==> src/rtl/core/iecr_pkg.sv <==
// ----------------------------------------------------------------------------
// ICMP echo reply checker package
// Constants, verdict codes, packet summary type and checksum helper.
// ----------------------------------------------------------------------------
package iecr_pkg;

   // IPv4 / ICMP layout
   localparam int unsigned MIN_HEADER      = 20;
   localparam int unsigned ICMP_HEAD       = 8;
   localparam int unsigned TIMESTAMP_BYTES = 16;
   localparam int unsigned MIN_PACKET      = MIN_HEADER + ICMP_HEAD;

   localparam logic [7:0]  PROTO_ICMP      = 8'd1;
   localparam logic [7:0]  TYPE_ECHO_REPLY = 8'd0;
   localparam logic [15:0] SUM_ALL_ONES    = 16'hFFFF;
   localparam logic [15:0] POS_MAX         = 16'hFFFF;
   localparam logic [15:0] MIN_ECHO_LEN    = 16'(ICMP_HEAD + TIMESTAMP_BYTES);

   // byte offsets in the IPv4 header
   localparam logic [15:0] OFS_VER_IHL = 16'd0;
   localparam logic [15:0] OFS_LEN_HI  = 16'd2;
   localparam logic [15:0] OFS_LEN_LO  = 16'd3;
   localparam logic [15:0] OFS_TTL     = 16'd8;
   localparam logic [15:0] OFS_PROTO   = 16'd9;
   localparam logic [15:0] OFS_SRC0    = 16'd12;
   localparam logic [15:0] OFS_SRC1    = 16'd13;
   localparam logic [15:0] OFS_SRC2    = 16'd14;
   localparam logic [15:0] OFS_SRC3    = 16'd15;

   // byte offsets in the ICMP header
   localparam logic [15:0] ICMP_OFS_TYPE   = 16'd0;
   localparam logic [15:0] ICMP_OFS_ID_HI  = 16'd4;
   localparam logic [15:0] ICMP_OFS_ID_LO  = 16'd5;
   localparam logic [15:0] ICMP_OFS_SEQ_HI = 16'd6;
   localparam logic [15:0] ICMP_OFS_SEQ_LO = 16'd7;

   // register file
   localparam int unsigned CSR_ADDR_W = 3;
   localparam logic        REG_EXPECTED_IDENT = 1'b0;  // word select, paddr[2]

   typedef enum logic [2:0] {
      VERDICT_OK           = 3'd0,
      VERDICT_SHORT        = 3'd1,
      VERDICT_NOT_ICMP     = 3'd2,
      VERDICT_BAD_SUM      = 3'd3,
      VERDICT_NOT_REPLY    = 3'd4,
      VERDICT_ID_MISMATCH  = 3'd5,
      VERDICT_NO_TIMESTAMP = 3'd6,
      VERDICT_TRUNCATED    = 3'd7
   } verdict_type;

   // everything the verdict needs, taken at the final byte of a packet
   typedef struct packed {
      logic        short_pkt;
      logic        truncated;
      logic [7:0]  protocol;
      logic [7:0]  msg_kind;
      logic [15:0] ident;
      logic [15:0] sequence_num;
      logic [7:0]  ttl;
      logic [31:0] source;
      logic [15:0] sum;
      logic [7:0]  high_hold;
      logic        odd_len;
      logic [15:0] msg_len;
   } iecr_snap_type;

   // 16-bit one's-complement add with end-around carry
   function automatic logic [15:0] ones_add(input logic [15:0] a, input logic [15:0] b);
      logic [16:0] s;
      s = {1'b0, a} + {1'b0, b};
      return s[15:0] + {15'b0, s[16]};
   endfunction

endpackage

==> src/rtl/core/iecr_parse.sv <==
// ----------------------------------------------------------------------------
// ICMP echo reply checker byte parser
// Tracks header fields and the ICMP checksum byte by byte and presents the
// packet summary as it stands after the current byte.
// ----------------------------------------------------------------------------
module iecr_parse
   import iecr_pkg::*;
(
   input  logic          clock,
   input  logic          reset,
   input  logic          accept,
   input  logic [7:0]    data_byte,
   input  logic          last_byte,
   output iecr_snap_type snap
);

   logic [15:0] pos_ff,   pos_in;
   logic [5:0]  hb_ff,    hb_in;
   logic [15:0] total_ff, total_in;
   logic [7:0]  proto_ff, proto_in;
   logic [7:0]  ttl_ff,   ttl_in;
   logic [31:0] src_ff,   src_in;
   logic [15:0] sum_ff,   sum_in;
   logic [7:0]  hold_ff,  hold_in;
   logic [7:0]  type_ff,  type_in;
   logic [15:0] ident_ff, ident_in;
   logic [15:0] seq_ff,   seq_in;

   logic        in_icmp;
   logic [15:0] rel;
   logic [15:0] hb_wide;
   logic [16:0] count;

   // field capture and checksum for the current byte
   always_comb begin
      pos_in   = (pos_ff != POS_MAX) ? pos_ff + 16'd1 : pos_ff;
      hb_in    = hb_ff;
      total_in = total_ff;
      proto_in = proto_ff;
      ttl_in   = ttl_ff;
      src_in   = src_ff;
      sum_in   = sum_ff;
      hold_in  = hold_ff;
      type_in  = type_ff;
      ident_in = ident_ff;
      seq_in   = seq_ff;

      case (pos_ff)
         OFS_VER_IHL: begin
            hb_in = {data_byte[3:0], 2'b00};
         end
         OFS_LEN_HI: begin
            total_in[15:8] = data_byte;
         end
         OFS_LEN_LO: begin
            total_in[7:0] = data_byte;
         end
         OFS_TTL: begin
            ttl_in = data_byte;
         end
         OFS_PROTO: begin
            proto_in = data_byte;
         end
         OFS_SRC0, OFS_SRC1, OFS_SRC2, OFS_SRC3: begin
            src_in = {src_ff[23:0], data_byte};
         end
         default: begin
         end
      endcase

      hb_wide = {10'b0, hb_ff};
      in_icmp = (pos_ff >= 16'(MIN_HEADER)) && (pos_ff >= hb_wide);
      rel     = pos_ff - hb_wide;

      if (in_icmp) begin
         case (rel)
            ICMP_OFS_TYPE:   type_in        = data_byte;
            ICMP_OFS_ID_HI:  ident_in[15:8] = data_byte;
            ICMP_OFS_ID_LO:  ident_in[7:0]  = data_byte;
            ICMP_OFS_SEQ_HI: seq_in[15:8]   = data_byte;
            ICMP_OFS_SEQ_LO: seq_in[7:0]    = data_byte;
            default: begin
            end
         endcase
         // even bytes wait for their partner, odd bytes close a word
         if (pos_ff < total_ff) begin
            if (!rel[0]) begin
               hold_in = data_byte;
            end else begin
               sum_in = ones_add(sum_ff, {hold_ff, data_byte});
            end
         end
      end
   end

   // packet summary after this byte
   always_comb begin
      count          = {1'b0, pos_ff} + 17'd1;
      snap.short_pkt = (count < 17'(MIN_PACKET)) || (hb_in < 6'(MIN_HEADER)) ||
                       (total_in < {10'b0, hb_in});
      snap.truncated = count < {1'b0, total_in};
      snap.protocol  = proto_in;
      snap.msg_kind  = type_in;
      snap.ident     = ident_in;
      snap.sequence_num = seq_in;
      snap.ttl       = ttl_in;
      snap.source    = src_in;
      snap.sum       = sum_in;
      snap.high_hold = hold_in;
      snap.msg_len   = (total_in >= {10'b0, hb_in}) ? total_in - {10'b0, hb_in} : 16'd0;
      snap.odd_len   = snap.msg_len[0];
   end

   // advance on each request, clear after the final byte
   always_ff @(posedge clock) begin
      if (reset || (accept && last_byte)) begin
         pos_ff   <= '0;
         hb_ff    <= '0;
         total_ff <= '0;
         proto_ff <= '0;
         ttl_ff   <= '0;
         src_ff   <= '0;
         sum_ff   <= '0;
         hold_ff  <= '0;
         type_ff  <= '0;
         ident_ff <= '0;
         seq_ff   <= '0;
      end else if (accept) begin
         pos_ff   <= pos_in;
         hb_ff    <= hb_in;
         total_ff <= total_in;
         proto_ff <= proto_in;
         ttl_ff   <= ttl_in;
         src_ff   <= src_in;
         sum_ff   <= sum_in;
         hold_ff  <= hold_in;
         type_ff  <= type_in;
         ident_ff <= ident_in;
         seq_ff   <= seq_in;
      end
   end

endmodule

==> config.mk <==
export PLATFORM = sky130hd
export DESIGN_NAME = iecr_parse
export DESIGN_NICKNAME = d
export VERILOG_FILES = /design/src/rtl/core/iecr_pkg.sv /design/src/rtl/core/iecr_parse.sv
export SDC_FILE = /design/constraint.sdc
export NUM_CORES = 1
export LEC_CHECK = 0
export BUFFER_PORTS_ARGS = -buffer_cell sky130_fd_sc_hd__buf_2
export CORE_MARGIN = 3
export CORE_UTILIZATION = 59
export DETAILED_ROUTE_END_ITERATION = 7
export GPL_TIMING_DRIVEN = 1
export MAX_ROUTING_LAYER = met4
export PLACE_DENSITY_LB_ADDON = 0.2
export SYNTH_ARGS = -nofsm -noshare
export SYNTH_HDL_FRONTEND = slang
export SYNTH_SLANG_ARGS = --single-unit
==> constraint.sdc <==
create_clock -name clock -period 7.5 [get_ports clock]
set_input_delay 1.5 -clock clock [delete_from_list [all_inputs] [get_ports clock]]
set_output_delay 1.5 -clock clock [all_outputs]
set_load 0.01 [all_outputs]
==> results.py <==
metrics = {
    "route": {
        "avgViaCountPerCell": 5.89,
        "firstDrtPassIters": 5,
        "drcViolationCount": 0,
        "ant_nets": 0,
        "drt-total-wl_um": 27600,
        "wl_per_cell_um": 17.5,
        "drt_iter0_markers": 657,
        "num_vias": 9276,
    },
    "sta": {
        "fmax_mhz": 141,
        "hold_viol": 0,
        "worst_slew_pin_slew_ps": 1140,
        "fin_hold_ws_ps": 452,
        "fin_crit_ps": 7070,
        "slew_headroom": 0.241,
        "setup_viol": 0,
        "setup-tns-final_ps": 0,
        "finClkSkew_ps": 8.67,
        "report.final.slew_viol_count": 0,
        "period_share": 0.943,
        "rsz0062_at_grt": "false",
    },
    "synth": {
        "syn_inst": 1252,
        "synth_area_sq_um": 10400,
        "async_flop_share": 0,
        "synthDistinctLibCells": 72,
        "yosys.area.top_type_share": 0.288,
        "synth_area_leaders": "dfxtp_1 29%, mux2_2 11%, ha_1 7.7%, nor2_1 6.7%, mux2i_1 5.6%",
        "seq_area_frac_synth": 0.288,
        "syn-num-nets": 1331,
        "synth.avg_cell_area_sq_um": 8.33,
        "ys.flop_type": "dfxtp_1",
        "synth_edf_count": 0,
        "ys_ff_latch": 150,
        "synth_area_leader_cell": "dfxtp_1",
        "yosysWarningCount": 0,
    },
    "clock_network": {
        "clock_path_buffers": 2,
        "cts_resized": 0,
        "htreeDepth": 4,
        "clk_latency_ps": 430,
        "cts.hold.buffers_added": 0,
        "tritoncts": "done",
        "root_buffer": "clkbuf_16",
        "cts_setup_buffers": 0,
        "clkSinkCount": 150,
        "clk_pin_slew_ps": 60,
        "cts_buffers": 17,
    },
    "global_routing": {
        "antenna_found_initial": 0,
        "grt_pass1_vias": 8962,
        "grt-ovfl-total": 0,
        "grt_pass1_wl_um": 45300,
        "grt_max_degree": 71,
        "grtUsageTotal": 0.290,
    },
    "worst_setup_path": {
        "required_ps": 6000,
        "crit_arrival_ps": 5570,
        "ff2ff_setup_slack_ps": 3450,
        "crit_fanout": 16,
        "worstSetupStartpointType": "register",
        "reg2regPathDepth": 19,
        "cp-end-kind": "output pin",
        "criticalPathCategory": "register to output pin",
    },
    "placement": {
        "placement.io_buffers": 142,
        "dpl_cell_area_sq_um": 11000,
        "dp_hpwl_um": 19500,
        "place.gp.congestion": 0.991,
    },
    "power_and_ir_drop": {
        "power.density_nw_per_um2": 178,
        "total_power_w": 0.00206,
        "p_leak_nw": 5.42,
        "irDropWorstVdd_uv": 170,
    },
    "floorplanning": {
        "fp-row-count": 47,
        "io_pins": 143,
        "die-area_sq_um": 19300,
        "core_sq_um": 16900,
        "start_util": 0.616,
        "die_x_um": 139,
        "die_h_um": 139,
    },
    "finish": {
        "regArea_sq_um": 3000,
        "final_area_sq_um": 11600,
        "area_delta_synth_final_pct": 11.1,
        "drive_gt1_frac": 0.238,
        "postLayoutCoreUtil": 0.684,
        "multi_input_area_sq_um": 6740,
        "nets": 1421,
        "fill_cells": 1451,
        "antenna_cells": 0,
    },
    "status": {
        "outcome": "completed",
    },
    "min_path": {
        "holdPathStages": 2,
        "hold_class": "register to register",
    },
    "flow_run": {
        "max_cap_violations": 0,
    },
}
[synthesized netlist by cell type, types with 3 or more instances]
master,number
and3_1,8
or2_2,5
nand2b_1,7
buf_6,5
a31oi_1,8
o31a_1,3
o21ai_0,43
nor2_2,3
mux2_4,8
a21o_1,21
nand3_1,42
clkbuf_1,55
nor2_1,187
a21oi_1,60
clkbuf_8,19
buf_2,5
nand2_1,115
fa_1,3
nand4_1,13
a211o_1,3
or4_1,4
xor2_1,27
o211ai_1,3
nor3_1,53
a2111oi_0,3
buf_1,3
and2_1,7
or3_1,11
o21a_1,6
xnor2_1,37
nor4_1,4
inv_1,36
dfxtp_1,150
nor2b_1,12
mux2_2,99
mux2i_1,58
ha_1,64
a211oi_1,18
[through the flow]
step	cells	setup WS [ps]
floorplan	1252	1100
CTS	1575	469
detailed placement	1543	652
global placement	1543	765
global route	1575	53.3
finish	1575	431
[layout make-up]
| cell class | instances | share of cell area |
|---|---|---|
| Tap cell | 220 | 0.0238 |
| Clock buffer | 18 | 0.0379 |
| Timing Repair Buffer | 159 | 0.0723 |
| Sequential cell | 150 | 0.259 |
| Clock inverter | 14 | 0.0133 |
| Multi-Input combinational cell | 978 | 0.582 |
| Inverter | 36 | 0.0117 |
[worst max-delay path, stage by stage (launching register included)]
cell,delay [ps]
dfxtp_1,470
nor4_1,500
nor4bb_1,350
buf_4,190
nand3_1,430
mux2i_1,430
ha_1,220
inv_1,50
fa_1,400
a21o_1,170
a21oi_1,190
nor2b_1,90
o21a_1,180
or3_1,370
nor2b_1,300
nand2_1,180
nor2_1,130
buf_4,210
nor3_1,110
buf_2,160
[report_power, final]
group | internal (W) | total, W | switching [W]
clock | 0.000482 | 0.000870 | 0.000387
combinational | 0.000139 | 0.000361 | 0.000223
sequential | 0.000814 | 0.000828 | 0.0000148
total | 0.00143 | 0.00206 | 0.000625
[flip-flops by register name, summed over array words and instances (netlist names)]
signal    count
src_ff       32
total_ff     16
pos_ff       16
hb_ff         6
ident_ff     16
proto_ff      8
sum_ff       16
ttl_ff        8
hold_ff       8
type_ff       8
seq_ff       16
[metal layers]
metal,up-vias,part of all wire,track usage,wire (um)
li1,4553,-,-,-
met5,-,0,-,0
met1,4373,0.44,0.365,12000
met2,299,0.48,0.474,13300
met3,51,0.062,0.0559,1710
met4,0,0.022,0.0855,607
[placed cells by master, fill, tap and decap left out, types with 8 or more instances in the layout]
cell type and count:
a211oi_1 18, a21o_1 20, a21oi_1 59, a31oi_1 8, and3_1 8, buf_2 142, buf_4 17, clkbuf_16 17
dfxtp_1 150, ha_1 64, inv_1 36, mux2_2 99, mux2_4 8, mux2i_1 58, nand2_1 115, nand3_1 42
nand4_1 13, nor2_1 187, nor2b_1 12, nor3_1 53, o21ai_0 43, or3_1 11, xnor2_1 37, xor2_1 27
[final timing paths]
kind	to	from
hold / removal	ttl_ff[1]	ttl_ff[1]
setup reg to reg	sum_ff[14]	sum_ff[0]
setup / recovery	snap[5]	pos_ff[6]
hold reg to reg	ttl_ff[1]	ttl_ff[1]
[cells by family after synthesis]
kind of cell | count (synthesis) | share of synthesized area
DFF | 150 | 0.288
adders and majority gates | 67 | 0.0825
AOI/OAI and AO/OA | 193 | 0.117
xor gates and xnor gates | 64 | 0.0537
and+or+nand+nor | 489 | 0.217
buffers and inverters | 124 | 0.0674
muxes | 165 | 0.174
Power figures use the tool's default switching activity.
